File: config.mk
export PLATFORM = sky130hd
export DESIGN_NAME = kvl_ram
export DESIGN_NICKNAME = d
export VERILOG_FILES = /design/src/rtl/core/keyframe_vector_lerp_core_assert.svh /design/src/rtl/core/kvl_ram.sv
export SDC_FILE = /design/constraint.sdc
export NUM_CORES = 2
export LEC_CHECK = 0
export BUFFER_PORTS_ARGS = -buffer_cell sky130_fd_sc_hd__buf_4
export CAP_MARGIN = 20
export CORE_MARGIN = 3
export CORE_UTILIZATION = 52
export CTS_CLUSTER_DIAMETER = 40
export DETAILED_ROUTE_END_ITERATION = 8
export PLACE_DENSITY = 0.75
export REMOVE_ABC_BUFFERS = 1
export SETUP_SLACK_MARGIN = 0.15
export SYNTH_ARGS = -nofsm -noshare
export SYNTH_HDL_FRONTEND = slang
export SYNTH_SLANG_ARGS = --single-unit
File: constraint.sdc
create_clock -name clk -period 11.1 [get_ports clk]
set_input_delay 2.22 -clock clk [delete_from_list [all_inputs] [get_ports clk]]
set_output_delay 2.22 -clock clk [all_outputs]
set_load 0.02 [all_outputs]
File: src/rtl/core/keyframe_vector_lerp_core_assert.svh
`ifndef KEYFRAME_VECTOR_LERP_CORE_ASSERT_SVH
`define KEYFRAME_VECTOR_LERP_CORE_ASSERT_SVH

// same-cycle implication, sampled on clk, off during reset
`define KVL_ASSERT_NOW(lbl, ante, cons) \
  lbl: assert property (@(posedge clk) disable iff (rst) (ante) |-> (cons)) \
    else $error("kvl assertion failed");

// next-cycle implication, sampled on clk, off during reset
`define KVL_ASSERT_NEXT(lbl, ante, cons) \
  lbl: assert property (@(posedge clk) disable iff (rst) (ante) |=> (cons)) \
    else $error("kvl assertion failed");

`endif

File: src/rtl/core/kvl_ram.sv
module kvl_ram #(
  parameter int WIDTH = 32,
  parameter int DEPTH = 64
) (
  input  logic                     clk,
  input  logic                     we,
  input  logic [$clog2(DEPTH)-1:0] waddr,
  input  logic [WIDTH-1:0]         wdata,
  input  logic [$clog2(DEPTH)-1:0] raddr,
  output logic [WIDTH-1:0]         rdata
);

  logic [WIDTH-1:0] mem [DEPTH];

  always_ff @(posedge clk) begin
    if (we) begin
      mem[waddr] <= wdata;
    end
    rdata <= mem[raddr];
  end

endmodule

# After elaboration in Yosys (flattened, before gate mapping)
# Memory sizes are Yosys's and may differ from the RTL's. A register that Yosys moved wholly into a read port is not among the register bits.
# Cells that the tools add are included.
dict set report op_classes {
  muxes 2
}
# operator n
set op_table {}
lappend op_table {{two-way mux 1 bit} 2}
dict set report word_totals {
  regBits 0
  in_bits 46
  mem_bits_rw 2048
  out_inout_bits 32
  wordCells 3
  mem_count 1
}
# memory words word_bits read_ports rd_ports_with_merged_regs write_ports line
set mem_list {}
lappend mem_list {mem 64 32 1 1 1 kvl_ram.sv:13} ;# logic [WIDTH-1:0] mem [DEPTH];

# Logic depth before layout (Yosys ltp)
dict set report depth {
  ltp_word 2
  ltp_mapped 10
  mapped_depth_nobuf 5
}

# Worst setup path before layout
# OpenSTA, ideal clock, no wires.
dict set report synth_timing {
  path_type {input to register}
  from {input waddr[3]}
  to {memory mem[48][0] (enable)}
  setup_ns 0.461
  arrival_time_ns 4.919
  t_required_ns 10.639
  cell_stages 4
  setup_slack_ns 5.720
  n_path_buf 1
  path_cell_list {clkbuf_1 -> nor2b_1 -> nand4b_1 -> nor3_1}
}
# item line
set synth_rtl {}
lappend synth_rtl {{from (decl)} kvl_ram.sv:7} ;# input logic [$clog2(DEPTH)-1:0] waddr,
lappend synth_rtl {{to (decl)} kvl_ram.sv:13}
# Straight into the memory's write port.

==> run summary <==
• 52.7% — Starting Density
• 13.5% — synthesis-to-layout area growth
• 277000 um — wire length of the first global-routing pass
• 187 nW/um^2 — pwr dens
• 5 — number of detailed-route iterations in the first pass
• 0 — residual overflow from global routing
• 16.7 mW — Pwr Total
• 141 — number of core rows
• 97700 um — placed wire-length estimate
• 5.89 ns — Arr. time, crit path
• 47.0% — final clock period utilization by the worst path
• 23.6 um^2 — post-synthesis average cell area
• 3 — maximum count of clock buffers along a single path
• 33.6 um — DR WL/cell
• 156000 um^2 — overall die area
• 59.8% — fin util
• 2080 — count of state elements after synthesis
• 0 — number of synthesis warnings
• 3324 — Post-Synthesis Cells
• 0.785 — global placer's final weighted congestion
• 6.54 — per-cell via count in the routed design
• 1.03 ns — transition at the pin with the smallest max-transition slack
• 0 — number of hold violations in the final report
• 0 ns — sum of negative setup slack
• 31.1% — headroom to the max-slew limit
• 11.78 ns — Crit path required time
• 212 — CTS buffer count
• sky130_fd_sc_hd__clkbuf_16 — cell at the root of the clock tree
• 2048 — number of flops mapped to enable cells by yosys
• 149000 um^2 — core box area
• 192000 um — wire length after detailed routing
• 3579 — Post-layout nets
• 6 — number of antenna violations at the first check in global routing
• 24.9% — GRT Overall Usage
• 2080 — clock tree sinks
• 27.7 nW — leakage power
• 42.9% — clock network fraction of design power
• 192 MHz — Max Fclk
• yes — CTS tree
• 37429 — count of vias placed by the detailed router
• 0 — number of cells upsized or downsized after cts
• 52.4% — part of the power in registers
• 0 — number of pins with negative max-slew slack in the final report
• in2reg — critical path class
• 5320 — total instance count after detailed placement
• 5289 — drt initial violations
• raddr[0] — timing startpoint of the critical path
• 81 — Max FO, Critical Path
• sky130_fd_sc_hd__edfxtp_1 — leading cell type in the layout, fill and taps excluded
• 38138 — vias in the first global route
• 0 — final number of setup-violating endpoints
• sky130_fd_sc_hd__edfxtp_1 (2048), sky130_fd_sc_hd__mux4_2 (544), sky130_fd_sc_hd__clkbuf_16 (215) — leading cell types in the layout, fill and taps excluded
• 5.22 ns — clock period minus final worst setup slack
• 30.2% — fraction of layout cells with a size suffix above 1
• 144 uV — peak ir drop on the vdd network
• 0 — Max Cap Viol
• 0.0257 ns — Max Clock Skew
• 0 — DRT antenna net count
• 0.83 ns — clock network latency to the later pin of the worst-skew pair
• no — setup repair after global routing missed its margin
• 395 um — Die Y-Extent
• completed — result of the run
• 0 — hold buffer count at cts
• 79.1% — sequential fraction of the synthesis area
• register — type of element capturing the critical path
• mem[28][8]$_DFFE_PP_ — worst min-delay path startpoint
• 0% — Async SR Flop Fraction
• sky130_fd_sc_hd__edfxtp_1 — Post-synth top flop
• 0.06 ns — CTS clk-pin slew, worst paths
• 5.10 ns — post-placement setup slack
• 0 — remaining design rule violation count
• 3.50 mW — switching power total
• 5.88 ns — min setup slack post-route
• 5720 — final std cells w/o fill
• 13.2 mW — P_int
• 21.0% — switch share
• 395 um — width of the die
• 78500 um^2 — synthesized area
• 77 — Port Buffers
• 4.7% — combinational share of power
• 78 — number of top-level pins
• reg2reg — path type of the worst min-delay path
• 34 — count of distinct cell types in the synthesized netlist
• 97 — pin count of the biggest net entering global routing
• 0 — number of post-CTS setup repair buffers
• 4 — number of levels the H-tree was split into
• input pin — startpoint type of the worst setup path
• mem[15][7]$_DFFE_PP_ — beginning of the worst register-to-register path
==> cell usage after synthesis (2+ instances only) <==
cell type | instances | area (um^2)
sky130_fd_sc_hd__nand4_1 | 2 | 12.5
sky130_fd_sc_hd__o32ai_1 | 4 | 35.0
sky130_fd_sc_hd__buf_1 | 21 | 78.8
sky130_fd_sc_hd__mux4_2 | 544 | 12300
sky130_fd_sc_hd__nand2_1 | 26 | 97.6
sky130_fd_sc_hd__a21oi_1 | 62 | 310
sky130_fd_sc_hd__buf_4 | 25 | 188
sky130_fd_sc_hd__or3b_2 | 3 | 26.3
sky130_fd_sc_hd__nor2_1 | 137 | 514
sky130_fd_sc_hd__a41o_1 | 4 | 40.0
sky130_fd_sc_hd__clkbuf_1 | 74 | 278
sky130_fd_sc_hd__and2_1 | 2 | 12.5
sky130_fd_sc_hd__mux2i_1 | 93 | 931
sky130_fd_sc_hd__a311oi_1 | 8 | 70.1
sky130_fd_sc_hd__buf_6 | 5 | 56.3
sky130_fd_sc_hd__or3b_1 | 2 | 17.5
sky130_fd_sc_hd__nor2b_1 | 15 | 93.8
sky130_fd_sc_hd__a22oi_1 | 12 | 90.1
sky130_fd_sc_hd__nand3b_1 | 5 | 37.5
sky130_fd_sc_hd__dfxtp_1 | 32 | 641
sky130_fd_sc_hd__edfxtp_1 | 2048 | 61500
sky130_fd_sc_hd__o221ai_1 | 27 | 236
sky130_fd_sc_hd__nand3_1 | 5 | 25.0
sky130_fd_sc_hd__nor3_1 | 7 | 35.0
sky130_fd_sc_hd__or3_1 | 3 | 18.8
sky130_fd_sc_hd__buf_2 | 57 | 285
sky130_fd_sc_hd__and3_1 | 4 | 25.0
sky130_fd_sc_hd__nand2b_1 | 8 | 50.1
sky130_fd_sc_hd__o22ai_1 | 84 | 526
==> kinds of logic after synthesis <==
kind of cell / count (synthesis) / synth area share (%)
AOI/OAI and AO/OA: 202 / 1.67
muxes: 637 / 16.8
DFF: 2080 / 79.1
and+or+nand+nor: 223 / 1.27
buffers and inverters: 182 / 1.13
==> final cells by class <==
type                    count  area, um^2
clock inverters           120        1350
diodes                      3        7.51
flip-flops and latches   2080       62100
clock buffers             276        5710
repair buffers            177        1410
multi-input cells        1062       16000
well taps                2002        2500
fillers                  9939       59800
==> layer usage <==
metal  GRT usage [%]  share of wire (%)  up-vias
li1                -                  -    14710
met1            34.4                 36    19884
met2            40.0                 49     2414
met3            5.50                 11      419
met4            8.22                3.3        2
met5               0              0.010        -
==> power by group through the flow <==
| stage | Sequential, mW | Combinational [mW] | Clock (mW) |
|---|---|---|---|
| 2_1_floorplan | 8.90 | 0.322 | 0 |
| 3_3_place_gp | 8.90 | 0.762 | 0 |
| 3_5_place_dp | 8.90 | 0.774 | 0 |
| 4_1_cts | 8.74 | 0.780 | 7.22 |
| 5_1_grt | 8.74 | 0.824 | 7.52 |
| 6_report | 8.73 | 0.779 | 7.14 |
==> sequential cells by signal (all words and copies together) (netlist names) <==
register  flops
mem        2048
rdata        32
==> path summary, 6_finish.rpt <==
check | endpoint | slack (ns) | cells after the start
max reg2reg | rdata[7]$_DFF_P_ | 8.85 | 5
min reg2reg | rdata[8]$_DFF_P_ | 0.78 | 4
min | rdata[8]$_DFF_P_ | 0.78 | 4
max | rdata[20]$_DFF_P_ | 5.88 | 8
==> through the flow <==
stage                     hold slack (ns)  cell area [um^2]
after CTS                           0.793             89100
after detailed placement            0.735             82000
final                               0.783             89100
after global routing                0.840             89100
after global placement              0.714             82000
after floorplan                     0.663             77600
==> worst max-delay path, cell delays in order <==
cell and delay [ns]:
sky130_fd_sc_hd__buf_8 0.44, sky130_fd_sc_hd__buf_4 0.72, sky130_fd_sc_hd__buf_12 0.59, sky130_fd_sc_hd__mux4_2 0.60, sky130_fd_sc_hd__mux2i_1 0.19, sky130_fd_sc_hd__nor2_1 0.09, sky130_fd_sc_hd__a311oi_1 0.71, sky130_fd_sc_hd__nor3_1 0.14
No activity file was read; power rests on OpenSTA's default activity.
